===== config.mk =====
export PLATFORM = sky130hd
export DESIGN_NAME = spms_ram
export DESIGN_NICKNAME = d
export VERILOG_FILES = /design/src/hw/rtl/spms_ram.sv
export SDC_FILE = /design/constraint.sdc
export NUM_CORES = 1
export LEC_CHECK = 0
export ABC_AREA = 1
export CORE_MARGIN = 1
export CORE_UTILIZATION = 43
export DETAILED_ROUTE_END_ITERATION = 8
export DONT_BUFFER_PORTS = 1
export PLACE_DENSITY = 0.62
export SLEW_MARGIN = 10
export SYNTH_ARGS = -nofsm -noshare
export SYNTH_HDL_FRONTEND = slang
export SYNTH_SLANG_ARGS = --single-unit

===== constraint.sdc =====
create_clock -name clk -period 1.6 [get_ports clk]
set_clock_uncertainty 0.1 [all_clocks]
set_input_delay 0.32 -clock clk [delete_from_list [all_inputs] [get_ports clk]]
set_output_delay 0.32 -clock clk [all_outputs]
set_load 0.01 [all_outputs]

===== src/hw/rtl/spms_ram.sv =====
// Generic simple dual-port RAM: one write port, one registered read port.
module spms_ram #(
    parameter int WIDTH = 8,
    parameter int DEPTH = 16
) (
    input  logic                     clk,
    input  logic                     wr_en,
    input  logic [$clog2(DEPTH)-1:0] wr_addr,
    input  logic [WIDTH-1:0]         wr_data,
    input  logic                     rd_en,
    input  logic [$clog2(DEPTH)-1:0] rd_addr,
    output logic [WIDTH-1:0]         rd_data
);

    logic [WIDTH-1:0] mem [DEPTH];

    always_ff @(posedge clk)
    begin
        if (wr_en)
        begin
            mem[wr_addr] <= wr_data;
        end
        if (rd_en)
        begin
            rd_data <= mem[rd_addr];
        end
    end

endmodule


==> flow_summary.yaml <==
timing:
  fmax_mhz: 734
  setup-violations-final: 0
  period_share: 0.851
  rsz0062_at_grt: "no"
  fin_crit_ps: 1360
  worstMarginPinSlew_ps: 771
  setup_tns_ps: 0
  slew_headroom: 0.484
  drv_slew: 0
  hold_viol: 0
drt:
  routedWlPerCell_um: 17.0
  route.vias.total: 3772
  detail_route.first_pass.iterations: 5
  dr.first_iter.drc_count: 493
  drc: 0
  antenna_left: 0
  drt_wl_total_um: 12900
  viasPerCell: 4.95
synthesis:
  synthAdderAreaFrac: 0
  synth_cell_types: 11
  yosys_warnings: 0
  synth_compound_area_frac: 0
  synth.area.mux_share: 0
  synth-xor-area-share: 0
  syn_area_um2: 5850
  synth.avg_cell_area_um2: 10.6
  synthTopCellsByArea: "edfxtp_1, nand2_1, nand3_1"
  synth-seq-cells: 136
  seq_area_frac_synth: 0.698
  synthCells: 551
  yosysTopAreaCell: "edfxtp_1"
  synth_top_family_by_area: "simple AND/OR/NAND/NOR gates"
  synthSimpleGateAreaFrac: 0.208
  netlist.area_leader.share: 0.698
  synth_nets: 570
grt:
  antenna_found_initial: 0
  grt_pass1_vias: 3585
  grt_pass1_wl_um: 20200
  grt_start_max_net_pins: 66
  gr-total-overflow: 0
  grt_usage: 0.196
setup_path:
  startpoint_type: "input port"
  crit_type: "in2reg"
  r2r_slack_ps: 350
  slowest_stage: "dlygate4sd3_1"
  arrival_ps: 1360
  cp_slowest_stage_delay_ps: 1040
  worstPathRequired_ps: 1600
  cpLargestDelayFamily: "buffers and inverters"
  crit_chain: "dlygate4sd3_1"
  critical_path_buf_inv_count: 1
  worstPathMaxFanout: 16
  endpoint_kind: "register"
finish:
  nNetsFinal: 594
  drive_above_1_share: 0.0802
  diodes: 0
  areaGrowthSynthToFinish_pct: 15.2
  num-fill-cells: 1178
  finalInstanceArea_um2: 6730
  final_cell_mix: "nand2_1, edfxtp_1, inv_1, nand3_1"
  final_common_cell: "nand2_1"
clock_network:
  cts_buffers: 17
  clk_latency_ps: 410
  postCtsSetupBuffers: 0
  cts_root_buf: "clkbuf_16"
  max-clock-path-buffers: 2
  cts_sinks: 136
  cts.htree.levels: 4
  cts_tree: "built"
  post_cts_resized: 0
  path_clk_slew_ps: 50
floorplanning:
  rows: 42
  ios: 27
  dieArea_um2: 14100
  die_w_um: 119
  core_area_um2: 13200
  start_util: 0.442
  die_y_um: 119
power_and_ir_drop:
  powerDensity_nw_per_um2: 1200
  leakagePower_nw: 2.85
  vdd_drop_max_mv: 0.650
placed_design:
  gp_congestion: 0.798
  dp_hpwl_um: 8100
  placed_area_um2: 6100
  io_buffers: 0
outcome:
  status: "finished, final reports clean"
run:
  cap_violations: 0
worst_hold_path:
  min_path_type: "in2reg"
sequential cells by signal, indices dropped and copies added (netlist names):
signal and flops:
mem 128, rd_data 8
layout make-up:
type	instances	area, um2	share of cell area
Tap cell	176	220	0.0327
Clock inverter	10	106	0.0158
Clock buffer	20	437	0.0648
Multi-Input combinational cell	289	1210	0.180
Timing Repair Buffer	29	290	0.0431
Sequential cell	136	4080	0.606
Inverter	102	383	0.0569
power by group:
group | total (W) | internal [W] | switching [W]
sequential | 0.00406 | 0.00402 | 0.0000359
clock | 0.00359 | 0.00225 | 0.00134
combinational | 0.000405 | 0.000137 | 0.000268
synth_stat cells (all sizes together):
cell,n
nor2,17
inv,102
buf,24
nand3,97
nand3b,2
nand2,173
edfxtp,136
per-layer routing:
| metal | global-route usage | routed length [um] |
|---|---|---|
| met2 | 0.297 | 5930 |
| met3 | 0.0449 | 724 |
| met5 | 0 | 0 |
| met4 | 0.0570 | 164 |
| met1 | 0.282 | 6110 |
timing repair:
item	4_1_cts	5_1_grt
setup endpoints to repair	0	0
hold buffers	9	0
endpoints found under the hold margin	136	0
worst paths after layout:
check / start / end / cells after the start
min: rd_addr[3] / rd_data[1] / 2
max reg2reg: mem[8][3] / rd_data[3] / 6
max: wr_data[4] / mem[11][4] / 1
min reg2reg: mem[6][7] / rd_data[7] / 6
metrics by stage:
step	total power (W)	utilization	worst slack [ps]	std cells	hold slack, ps
6_report	0.00805	0.509	238	762	56.1
5_1_grt	0.00827	0.509	160	762	45.5
4_1_cts	0.00809	0.509	213	762	40.5
3_5_place_dp	0.00445	0.461	67.9	723	320
3_3_place_gp	0.00445	0.461	109	723	320
2_1_floorplan	0.00440	-	229	551	319
logic make-up after synthesis:
| group | count (synthesis) |
|---|---|
| simple gates | 289 |
| buf+inv | 126 |
| flops | 136 |
No activity file was read; power rests on OpenSTA's default activity.
